File: src/hw/rtl/bcv_pkg.sv
// ----------------------------------------------------------------------------
// bcv_pkg
// Shared types, constants and arithmetic helpers of the Bezier curve evaluator.
// ----------------------------------------------------------------------------
`default_nettype none

package bcv_pkg;

  localparam int MAX_POINTS_DEF  = 16;
  localparam int SAMPLE_BITS_DEF = 10;

  localparam int Q_W     = 17;            // Q0.16 with room for exactly 1.0
  localparam int COORD_W = 16;            // signed Q2.14 coordinate
  localparam int IDX_W   = 4;             // point_index port width
  localparam int CNT_W   = 5;             // point_count register width
  localparam int BIN_W   = 30;            // holds C(31,15)
  localparam int PROD_W  = Q_W + 1 + COORD_W;

  localparam logic [Q_W-1:0]   ONE_Q16   = Q_W'(65536);
  localparam logic [CNT_W-1:0] CNT_RESET = CNT_W'(4);
  localparam int               SEG_RESET = 150;

  typedef enum logic [0:0] {
    OP_LOAD = 1'b0,
    OP_EVAL = 1'b1
  } opcode_t;

  typedef enum logic [0:0] {
    REG_POINT_COUNT = 1'b0,
    REG_SEGMENTS    = 1'b1
  } cfg_reg_t;

  // Item riding down the pipeline next to its valid bit.
  typedef struct packed {
    logic                      load;
    logic [IDX_W-1:0]          idx;
    logic signed [COORD_W-1:0] x;
    logic signed [COORD_W-1:0] y;
  } item_t;

  // Q0.16 product, rounded half up.
  function automatic logic [Q_W-1:0] pow_mul(input logic [Q_W-1:0] a,
                                             input logic [Q_W-1:0] b);
    logic [2*Q_W-1:0] p;
    p = (2*Q_W)'(a) * (2*Q_W)'(b) + (2*Q_W)'(32768);
    return p[Q_W+15:16];
  endfunction

  // Binomial coefficient by Pascal rows; used on constants only.
  function automatic longint binom(input int n, input int k);
    longint row [33];
    for (int a = 0; a < 33; a++) row[a] = 0;
    row[0] = 1;
    for (int r = 1; r <= n; r++) begin
      for (int c = r; c > 0; c--) row[c] = row[c] + row[c-1];
    end
    return row[k];
  endfunction

endpackage

`default_nettype wire

File: src/hw/rtl/bcv_div.sv
// ----------------------------------------------------------------------------
// bcv_div
// Pipelined restoring divider: t = round(j * 65536 / segments), one bit a stage.
// ----------------------------------------------------------------------------
`default_nettype none

module bcv_div import bcv_pkg::*; #(
  parameter int SAMPLE_BITS = SAMPLE_BITS_DEF
) (
  input  wire logic                   clk,
  input  wire logic                   rst,
  input  wire logic                   en,
  input  wire logic                   in_vld,
  input  wire item_t                  in_item,
  input  wire logic [SAMPLE_BITS-1:0] j,
  input  wire logic [SAMPLE_BITS-1:0] seg,
  output logic                        out_vld,
  output item_t                       out_item,
  output logic [Q_W-1:0]              t
);

  localparam int NUMW = SAMPLE_BITS + Q_W;

  logic            vld [Q_W+1];
  item_t           it  [Q_W+1];
  logic [NUMW-1:0] rem [Q_W+1];
  logic [Q_W-1:0]  q   [Q_W+1];

  // Stage 0: numerator with the half-divisor rounding term.
  always_ff @(posedge clk) begin
    if (rst) begin
      vld[0] <= 1'b0;
    end else if (en) begin
      vld[0] <= in_vld;
    end
  end

  always_ff @(posedge clk) begin
    if (en) begin
      it[0]  <= in_item;
      rem[0] <= (NUMW'(j) << 16) + NUMW'(seg >> 1);
      q[0]   <= '0;
    end
  end

  for (genvar k = 1; k <= Q_W; k++) begin : g_bit
    localparam int B = Q_W - k;
    logic [NUMW-1:0] dsh;
    logic            ge;

    assign dsh = NUMW'(seg) << B;
    assign ge  = rem[k-1] >= dsh;

    always_ff @(posedge clk) begin
      if (rst) begin
        vld[k] <= 1'b0;
      end else if (en) begin
        vld[k] <= vld[k-1];
      end
    end

    always_ff @(posedge clk) begin
      if (en) begin
        it[k]  <= it[k-1];
        rem[k] <= ge ? rem[k-1] - dsh : rem[k-1];
        q[k]   <= q[k-1] | (ge ? (Q_W'(1) << B) : '0);
      end
    end
  end

  assign out_vld  = vld[Q_W];
  assign out_item = it[Q_W];
  assign t        = q[Q_W];

endmodule

`default_nettype wire

File: config.mk
export PLATFORM = sky130hd
export DESIGN_NAME = bcv_div
export DESIGN_NICKNAME = d
export VERILOG_FILES = /design/src/hw/rtl/bcv_pkg.sv /design/src/hw/rtl/bcv_div.sv
export SDC_FILE = /design/constraint.sdc
export NUM_CORES = 1
export LEC_CHECK = 0
export ABC_AREA = 0
export BUFFER_PORTS_ARGS = -buffer_cell sky130_fd_sc_hd__buf_2
export CAP_MARGIN = 20
export CORE_ASPECT_RATIO = 1.75
export CORE_MARGIN = 5
export CORE_UTILIZATION = 35
export CTS_CLUSTER_SIZE = 25
export DETAILED_ROUTE_END_ITERATION = 7
export PLACE_DENSITY_LB_ADDON = 0.3
export SYNTH_ARGS = -nofsm -noshare
export SYNTH_HDL_FRONTEND = slang
export SYNTH_SLANG_ARGS = --single-unit
File: constraint.sdc
create_clock -name clk -period 3.6 [get_ports clk]
set_clock_uncertainty 0.2 [all_clocks]
set_input_delay 0 -clock clk [delete_from_list [all_inputs] [get_ports clk]]
set_output_delay 0 -clock clk [all_outputs]
set_load 0.01 [all_outputs]
* Word level (Yosys, flattened, before mapping)
Memories as Yosys holds them, arrays and structs flattened. Index checks and enable logic that the tools add are counted.
Storage, ports and cells: bits in registers 0, RAM bits 1476, bits of input ports 61, output and inout bits 55, logic and storage cells 132, memories 4
Memory list:
- it | depth 18, width 37, rd ports 18, clocked after Yosys merged registers in 0, wr ports 18, RTL line bcv_div.sv:25 | item_t it [Q_W+1];
- rem | depth 18, width 27, rd ports 17, clocked after Yosys merged registers in 0, wr ports 18, RTL line bcv_div.sv:26 | logic [NUMW-1:0] rem [Q_W+1];
- q | depth 18, width 17, rd ports 18, clocked after Yosys merged registers in 0, wr ports 18, RTL line bcv_div.sv:27 | logic [Q_W-1:0] q [Q_W+1];
- vld | depth 18, width 1, rd ports 18, clocked after Yosys merged registers in 0, wr ports 18, RTL line bcv_div.sv:24 | logic vld [Q_W+1];
Cells by class: add/subtract/negate cells 18, order comparisons 17, muxes and demuxes 58, bitwise logic cells 35
Operators by type and width (number):
- 27-bit two-way mux | 17
- 26-bit by 9-bit adder with 27-bit output | 1
- 27-bit by 10-bit >= comparator with 1-bit output | 1
- 27-bit by 11-bit >= comparator with 1-bit output | 1
- 27-bit by 12-bit >= comparator with 1-bit output | 1
- 27-bit by 13-bit >= comparator with 1-bit output | 1
- 27-bit by 14-bit >= comparator with 1-bit output | 1
- 27-bit by 15-bit >= comparator with 1-bit output | 1
- 27-bit by 16-bit >= comparator with 1-bit output | 1
- 27-bit by 17-bit >= comparator with 1-bit output | 1
- 27-bit by 18-bit >= comparator with 1-bit output | 1
- 27-bit by 19-bit >= comparator with 1-bit output | 1
- 27-bit by 20-bit >= comparator with 1-bit output | 1
- 27-bit by 21-bit >= comparator with 1-bit output | 1
- 27-bit by 22-bit >= comparator with 1-bit output | 1
- 27-bit by 23-bit >= comparator with 1-bit output | 1
- 27-bit by 24-bit >= comparator with 1-bit output | 1
- 27-bit by 25-bit >= comparator with 1-bit output | 1
- 27-bit by 26-bit >= comparator with 1-bit output | 1
- 27-bit by 10-bit subtractor with 27-bit output | 1
- 27-bit by 11-bit subtractor with 27-bit output | 1
- 27-bit by 12-bit subtractor with 27-bit output | 1
- 27-bit by 13-bit subtractor with 27-bit output | 1
- 27-bit by 14-bit subtractor with 27-bit output | 1
- 47 further kinds | 88

* Depth between registers and ports, before layout
Gate-level depths: netlist of run 1.
depth in word-level cells 4, mapped depth 12, gate-level depth less buffers 11

* Worst setup path after synthesis of run 1
OpenSTA, ideal clock, no wires.
kind reg-to-reg, from mem rem[15][1] in the netlist's numbering, to mem rem[16][22] in the netlist's numbering (data pin), setup time 0.258 ns, arrival 2.815 ns, required time 3.142 ns, path slack 0.327 ns, cell stages (with the launch flop) 11, path buffers 0, clock period less this slack 3.273 ns, cell sequence edfxtp_1 > inv_1 > ha_1 > fa_1 > nor2b_1 > nor3_1 > o21ai_0 > a221oi_1 > a2111oi_1 > nand4_1 > xnor2_1
RTL lines (RTL line):
- start, declared | bcv_div.sv:26

==> out/metrics.yaml, run 1 <==
wirelength_um: 92900
hpwl_um: 61600
max_clock_freq_ghz: 0.289
synth_top_family_by_area: "simple AND/OR/NAND/NOR gates"
pwr_density_cell_mw_per_mm2: 656
synth_compound_area_frac: 0.0591
slew_violations: 0
max-cap-violations: 0
r2r_cells: 9
yosysUniqueCellTypes: 74
critPathCapture: "rem[8][13]$_DFFE_PP_"
cp-start-kind: "flip-flop"
cts.sinks: 1260
synth.area.top_cells: "edfxtp_1, ha_1, xor2_1"
ant_nets: 0
rr_startpoint: "rem[7][11]$_DFFE_PP_"
vdd_ir_drop_max_v: 0.000459
setup_viol: 0
overflow: 0
route.vias.total: 25400
clock-root-buffer: "clkbuf_16"
fp.dieH_um: 508
p_leak_nw: 20.5
grt_usage: 0.122
tightest_slew_ns: 0.898
clk_pin_slew_worst_paths_ns: 0.07
synthSimpleGateAreaFrac: 0.0733
io_buffers: 115
insertion_delay_ns: 0.75
place_congestion: 0.838
r2r_setup_slack_ns: 0.15
cts-htree-levels: 3
num_rows: 182
ys_ff_latch: 1260
cts_buffers: 117
synth_edf_count: 1260
drt-met1-wl_um: 34600
synth_nets: 3219
area_delta_synth_final_pct: 18.0
syn_area_per_cell_um2: 16.7
die-area_mm2: 0.150
cp.arrival_ns: 3.74
die_width_um: 295
synth-seq-area-share: 0.763
clockBufferDepth: 3
core_area_mm2: 0.141
top_layer_used: "met4"
slew_headroom: 0.396
crit_path_max_fanout: 12
worstSetupPathType: "reg -> reg"
firstDrtPassIters: 5
syn_area_mm2: 0.0496
antennaDiodeCount: 0
seq_area_mm2: 0.0378
syn_inst: 2979
grt_pass1_vias: 26100
initial_core_util: 0.353
fill_cells: 12600
multiInputGateArea_mm2: 0.0114
drive_gt1_frac: 0.134
wl_per_cell_um: 17.4
ios: 116
post-cts-setup-buffers: 0
yosysTopAreaCell: "edfxtp_1"
finalHoldViolations: 0
grt_antenna_before_repair: 1
grt_pass1_wl_um: 144000
synth-async-reset-ratio: 0
ys_warn_count: 0
worstSetupEndpointType: "flip-flop"
synth_fa_ha_area_frac: 0.0476
cts_tree: "built"
cp-startpoint: "rem[7][11]$_DFFE_PP_"
status: "completed"
synthMuxAreaShare: 0.0107
met3_length_um: 3260
final_core_util: 0.416
fin_crit_ns: 3.45
min_path_type: "in -> reg"
rsz0062_at_grt: "false"
crit_required_ns: 3.88
holdWs_ns: 0.126
nets: 3639
avgViaCountPerCell: 4.76
ys.flop_type: "edfxtp_1"
wl_met2_um: 49900
synth_xor_area_frac: 0.0387
drtIter0Drc: 1402
grt_max_degree: 173
synth_top_area_frac: 0.763
rr_endpoint: "rem[8][13]$_DFFE_PP_"
finalCritPeriodShare: 0.960
drc: 0
[state kept, by name (all words and copies together) (netlist names)]
signal	cells
it	666
vld	18
q	153
rem	423
[layout make-up]
| type | count | share of cell area |
|---|---|---|
| flip-flops and latches | 1260 | 0.646 |
| multi-input cells | 1613 | 0.195 |
| clock buffers | 130 | 0.0509 |
| repair buffers | 339 | 0.0476 |
| well taps | 1840 | 0.0393 |
| clock inverters | 88 | 0.0168 |
| inverters | 68 | 0.00436 |
[synthesized netlist by cell type (32+ instances only)]
cell type and number:
a21o_1 39, nor2_1 173, ha_1 163, nor2b_1 36
xor2_1 114, o21ai_0 138, mux2_2 42, edfxtp_1 1260
nor3_1 61, a21oi_1 129, o21a_1 32, nor4_1 45
nand2b_1 36, xnor2_1 105, inv_1 68, nand2_1 154
[worst max-delay path, cell delays in order, from the launching register on]
cell and delay [ns]:
edfxtp_1 0.39, ha_1 0.35, nor2b_1 0.17, o31a_1 0.29, o41ai_1 0.48, a21oi_1 0.24, nor4_2 0.59, buf_4 0.29
a211oi_1 0.07, a21o_1 0.15
[report_power, final]
group	switching, mW	leakage [nW]	internal, mW
Combinational	3.47	6.38	2.84
Clock	5.50	1.92	7.10
Sequential	1.11	12.2	18.4
[cell usage in the layout, fill, tap and decap left out, types with 61 or more instances in the layout]
cell	n
dlygate4sd3_1	117
buf_4	88
ha_1	163
clkbuf_16	117
inv_1	68
xnor2_1	105
edfxtp_1	1260
xor2_1	114
o21ai_0	138
nor2_1	173
a21oi_1	129
buf_2	115
nand2_1	154
nor3_1	61
[per-layer routing]
layer / vias to the layer above / track usage
met1: 12300 / 0.130
met5: - / 0
met3: 225 / 0.0185
li1: 12400 / -
met2: 488 / 0.229
met4: 0 / 0.0693
[worst min-delay path by stage]
stage	end	from	slack (ns)	cells past startpoint
2_1_floorplan	it[0][0]$_DFFE_PP_	in_item[0]	-0.10	0
3_3_place_gp	rem[0][22]$_DFFE_PP_	j[6]	-0.02	1
3_5_place_dp	rem[0][21]$_DFFE_PP_	j[5]	-0.02	1
4_1_cts	it[0][23]$_DFFE_PP_	en	0.07	2
5_1_grt	it[0][23]$_DFFE_PP_	en	0.11	2
6_report	it[0][23]$_DFFE_PP_	en	0.13	2
[repair_timing]
item | CTS | global route
endpoints found under the hold margin | 1065 | 0
endpoints found under the setup margin | 1 | 0
hold buffers | 117 | 0
gates resized for setup | 1 | 0
[metrics by stage]
step | setup TNS (ns) | instances | power [mW] | worst slack (ns) | area, um^2
finish | 0 | 5338 | 38.4 | 0.145 | 58500
global route | 0 | 5338 | 40.3 | 0.0332 | 58500
CTS | 0 | 5338 | 39.0 | 0.0984 | 58500
detailed placement | -0.0131 | 5003 | 26.0 | -0.0131 | 53400
global placement | -1.56 | 5002 | 25.9 | -0.283 | 53400
floorplan | 0 | 2979 | 23.6 | 0.327 | 49600
[kinds of logic (layout without fill, tap and decap cells)]
logic type / count (synthesis) / in the layout
xor gates and xnor gates: 219 / 219
muxes: 48 / 48
adders and majority gates: 179 / 179
buffers and inverters: 106 / 625
AOI/OAI and AO/OA: 467 / 467
DFF: 1260 / 1260
and+or+nand+nor: 700 / 700
Note: power is estimated with default switching activity, not from simulation.
==> run 2: changes to the inputs <==
Settings changed: BUFFER_PORTS_ARGS -buffer_cell sky130_fd_sc_hd__buf_2 to -buffer_cell sky130_fd_sc_hd__buf_4.
==> run 2 against run 1 <==
  * Critical path depth shrank 1
  * Core utilization grew 0.30 points
  * Via count grew 0.44%
  * Sequential cell count is the same
  * Combinational power grew 2%
  * Die area is the same
  * Cell count grew 0.49%
  * Total power shrank 0.67%
  * Non-clock buffer count grew 32
  * Largest cell class unchanged
  * Highest routed layer unchanged
==> out/metrics.yaml, run 2 (synthesis results as in run 1) <==
ios: 116
place_congestion: 0.826
grt_antenna_before_repair: 1
slew_violations: 0
die_width_um: 295
cp-start-kind: "flip-flop"
fin_crit_ns: 3.49
firstDrtPassIters: 5
tightest_slew_ns: 0.918
clockBufferDepth: 3
core_area_mm2: 0.141
antennaDiodeCount: 0
final_core_util: 0.419
hpwl_um: 60900
fin_tns_setup_ns: 0
max_clock_freq_ghz: 0.287
pwr_density_cell_mw_per_mm2: 647
area_delta_synth_final_pct: 18.8
wl_per_cell_um: 17.0
insertion_delay_ns: 0.72
cts_tree: "built"
grt_pass1_wl_um: 142000
min_path_type: "in -> reg"
grt_max_degree: 150
drtIter0Drc: 1314
top_register: "it"
status: "completed"
fin_area_mm2: 0.0590
io_buffers: 115
grt_usage: 0.120
fp.dieH_um: 508
drive_gt1_frac: 0.141
grt_pass1_vias: 26800
finalCritPeriodShare: 0.969
worstSetupEndpointType: "flip-flop"
p_leak_nw: 20.7
largest_reg_flops: 666
overflow: 0
cp.arrival_ns: 3.75
worstSetupPathType: "reg -> reg"
cts-htree-levels: 3
max-cap-violations: 0
drc: 0
vdd_ir_drop_max_v: 0.000460
cts_buffers: 115
post-cts-setup-buffers: 0
cts.sinks: 1260
setup_viol: 0
avgViaCountPerCell: 4.76
initial_core_util: 0.353
layout_common_cells: "edfxtp_1, buf_4, nor2_1, ha_1, nand2_1"
die-area_mm2: 0.150
fill_cells: 12600
setup_ws_ns: 0.110
crit_required_ns: 3.86
crit_path_max_fanout: 4
place_ws_ns: 0.00900
nets: 3669
layout_commonest_cell: "edfxtp_1"
clk_pin_slew_worst_paths_ns: 0.06
ant_nets: 0
largest_registers: "it: 666 flops, rem: 423 flops, q: 153 flops"
route.vias.total: 25500
rsz0062_at_grt: "false"
clock-root-buffer: "clkbuf_16"
slew_headroom: 0.384
num_rows: 182
wirelength_um: 91100
place_area_mm2: 0.0539
finalHoldViolations: 0
## run 2: cell types whose count changed in the layout (fill, tap and decap cells not counted), moves of 2 or more
cell / change
buf_4: +146
buf_2: -115
clkbuf_1: +9
clkinv_1: -9
clkbuf_16: -2
clkinv_2: -2
clkinv_4: +2
inv_8: -2
## run 2: through the flow
stage               power, mW  cells  hold WS, ns
finish                   38.1   5364        0.103
global route             40.1   5364       0.0808
CTS                      38.7   5364       0.0282
detailed placement       26.0   5035      -0.0207
global placement         25.8   5035      -0.0221
floorplan                23.6   2979       -0.101
## run 2: cell type report
cell class                 instances  area (um^2)  area share
clock buffer                     137         2960      0.0502
clock inverter                    75          867      0.0147
inverter                          68          255     0.00433
tap                             1840         2300      0.0391
multi-input combinational       1613        11400       0.193
sequential                      1260        37800       0.642
timing repair buffer             371         3330      0.0565
## run 2: worst max-delay path, cell delays in order, from the launching register on
cell and delay (ns):
edfxtp_1 0.39, ha_1 0.25, or4_1 0.55, or4_1 0.48, a311oi_1 0.54, and3_1 0.34, a221o_1 0.25, nor4_1 0.08
xor2_1 0.15
## run 2: worst paths after layout
path / startpoint / endpoint / slack, ns / cells after the start
setup reg to reg: rem[6][19]$_DFFE_PP_ / rem[7][22]$_DFFE_PP_ / 0.11 / 8
hold reg to reg: it[0][30]$_DFFE_PP_ / it[1][30]$_DFFE_PP_ / 0.21 / 0
hold / removal: seg[1] / rem[0][0]$_DFFE_PP_ / 0.10 / 3
setup / recovery: rem[6][19]$_DFFE_PP_ / rem[7][22]$_DFFE_PP_ / 0.11 / 8
## run 2: metal layers
layer / wire length, um / GRT usage / up-vias / part of all wire
li1: - / - / 12400 / -
met2: 49500 / 0.230 / 510 / 0.54
met4: 5510 / 0.0699 / 0 / 0.060
met3: 3230 / 0.0202 / 228 / 0.035
met1: 32900 / 0.121 / 12300 / 0.36
met5: 0 / 0 / - / 0
## run 2: what timing repair did
| action | in CTS | in global routing |
|---|---|---|
| setup endpoints to repair | 2 | 3 |
| hold buffers | 117 | 0 |
| resized for setup | 1 | 1 |
| endpoints found under the hold margin | 1179 | 0 |
## run 2: where the power goes
part / switching (mW) / internal, mW
sequential: 1.02 / 18.3
clock: 5.37 / 6.93
combinational: 3.50 / 2.96
==> run 3: changes to the inputs <==
Settings changed: RECOVER_POWER set to 25.
==> run 3 against run 2 <==
  * Worst hold slack better by 0.075 ns
  * Sequential cell count stayed put
  * Via count about the same
  * Setup slack lost 0.00075 ns
  * Combinational power barely moved
  * Non-clock buffer count stayed put
  * Cell count stayed put
  * Die area stayed put
  * Sequential power is essentially flat
  * Critical endpoint unchanged
  * Highest routed layer unchanged
==> out/metrics.yaml, run 3 (synthesis results as in run 1) <==
cp-start-kind: "flip-flop"
drtIter0Drc: 1314
nets: 3669
largest_registers: "it: 666 flops, rem: 423 flops, q: 153 flops"
slew_violations: 0
rr_startpoint: "rem[6][19]$_DFFE_PP_"
num_rows: 182
hpwl_um: 60900
fill_cells: 12600
grtUsageMet1: 0.121
clock-root-buffer: "clkbuf_16"
tightest_slew_ns: 0.918
dp.cells: 5035
place_congestion: 0.826
grt_use_met3: 0.0202
stdcell_count: 5364
avgViaCountPerCell: 4.76
crit_required_ns: 3.86
multiInputGateArea_mm2: 0.0114
status: "completed"
finalCritPeriodShare: 0.970
cts_tree: "built"
seq_area_mm2: 0.0378
min_from: "en"
die-area_mm2: 0.150
worstSetupEndpointType: "flip-flop"
crit_path_max_fanout: 4
wl_per_cell_um: 17.0
wirelength_um: 91100
fin_crit_ns: 3.49
grt_max_degree: 150
layout_common_cells: "edfxtp_1, buf_4, nor2_1, ha_1, nand2_1"
rsz0062_at_grt: "false"
cts_buffers: 115
clk_pin_slew_worst_paths_ns: 0.06
max-cap-violations: 0
worstSetupPathType: "reg -> reg"
vdd_ir_drop_max_v: 0.000460
final_core_util: 0.419
cts.sinks: 1260
clockBufferDepth: 3
insertion_delay_ns: 0.72
route.vias.total: 25500
met2_usage: 0.230
min_path_type: "in -> reg"
drc: 0
p_leak_nw: 20.7
setup_viol: 0
grt_antenna_before_repair: 1
grt_pass1_wl_um: 142000
overflow: 0
post-cts-setup-buffers: 0
holdWs_ns: 0.179
cts-htree-levels: 3
cp.arrival_ns: 3.75
firstDrtPassIters: 5
drive_gt1_frac: 0.140
grt_usage: 0.120
top_register: "it"
cp-startpoint: "rem[6][19]$_DFFE_PP_"
finalHoldViolations: 0
largest_reg_flops: 666
fp.dieH_um: 508
core_area_mm2: 0.141
ant_nets: 0
grt_pass1_vias: 26800
ios: 116
initial_core_util: 0.353
busiest_layer: "met2"
max_clock_freq_ghz: 0.286
pwr_density_cell_mw_per_mm2: 647
slew_headroom: 0.384
area_delta_synth_final_pct: 18.8
io_buffers: 115
die_width_um: 295
antennaDiodeCount: 0
fin_tns_setup_ns: 0
layout_commonest_cell: "edfxtp_1"
-- run 3: changes by cell type in the layout (fill, tap and decap cells not counted), sizes merged --
| cell | change |
|---|---|
| buf | -1 |
| clkbuf | +1 |
-- run 3: power breakdown --
group / leakage [nW] / switching [mW] / total [mW] / internal [mW]
Sequential: 12.2 / 1.02 / 19.4 / 18.3
Combinational: 6.65 / 3.49 / 6.45 / 2.95
Clock: 1.84 / 5.37 / 12.3 / 6.93
-- run 3: layout make-up --
| cell class | instances | share of cell area |
|---|---|---|
| Sequential cell | 1260 | 0.642 |
| Multi-Input combinational cell | 1613 | 0.193 |
| Timing Repair Buffer | 371 | 0.0564 |
| Clock buffer | 137 | 0.0502 |
| Tap cell | 1840 | 0.0391 |
| Clock inverter | 75 | 0.0147 |
| Inverter | 68 | 0.00433 |
-- run 3: critical path: stages, from the launching register on --
cell and delay (ns):
edfxtp_1 0.39, ha_1 0.25, or4_1 0.55, or4_1 0.48, a311oi_1 0.54, and3_1 0.35
a221o_1 0.25, nor4_1 0.08, xor2_1 0.15
-- run 3: worst paths after layout --
check                                       endpoint  cells after the start  slack, ns
worst min register to register   it[1][30]$_DFFE_PP_                      0       0.21
worst max-delay path            rem[7][22]$_DFFE_PP_                      8       0.11
worst min-delay path             it[0][22]$_DFFE_PP_                      2       0.18
worst max register to register  rem[7][22]$_DFFE_PP_                      8       0.11
-- run 3: timing repair --
| action | in CTS | in global routing |
|---|---|---|
| hold buffers | 117 | 0 |
| setup endpoints to repair | 2 | 3 |
| endpoints found under the hold margin | 1179 | 0 |
| gates resized for setup | 1 | 1 |
-- run 3: routing by layer --
metal	up-vias	routed length, um
met5	-	0
met4	0	5500
met3	228	3220
met2	503	49500
met1	12300	32800
li1	12400	-
-- run 3: per-stage QoR --
stage	instance area (um^2)	total power, mW	worst slack [ns]
finish	58900	38.1	0.109
global route	58900	40.1	0.00328
CTS	58900	38.7	0.124
detailed placement	53900	26.0	0.00900
global placement	53900	25.8	-0.0209
floorplan	49600	23.6	0.327
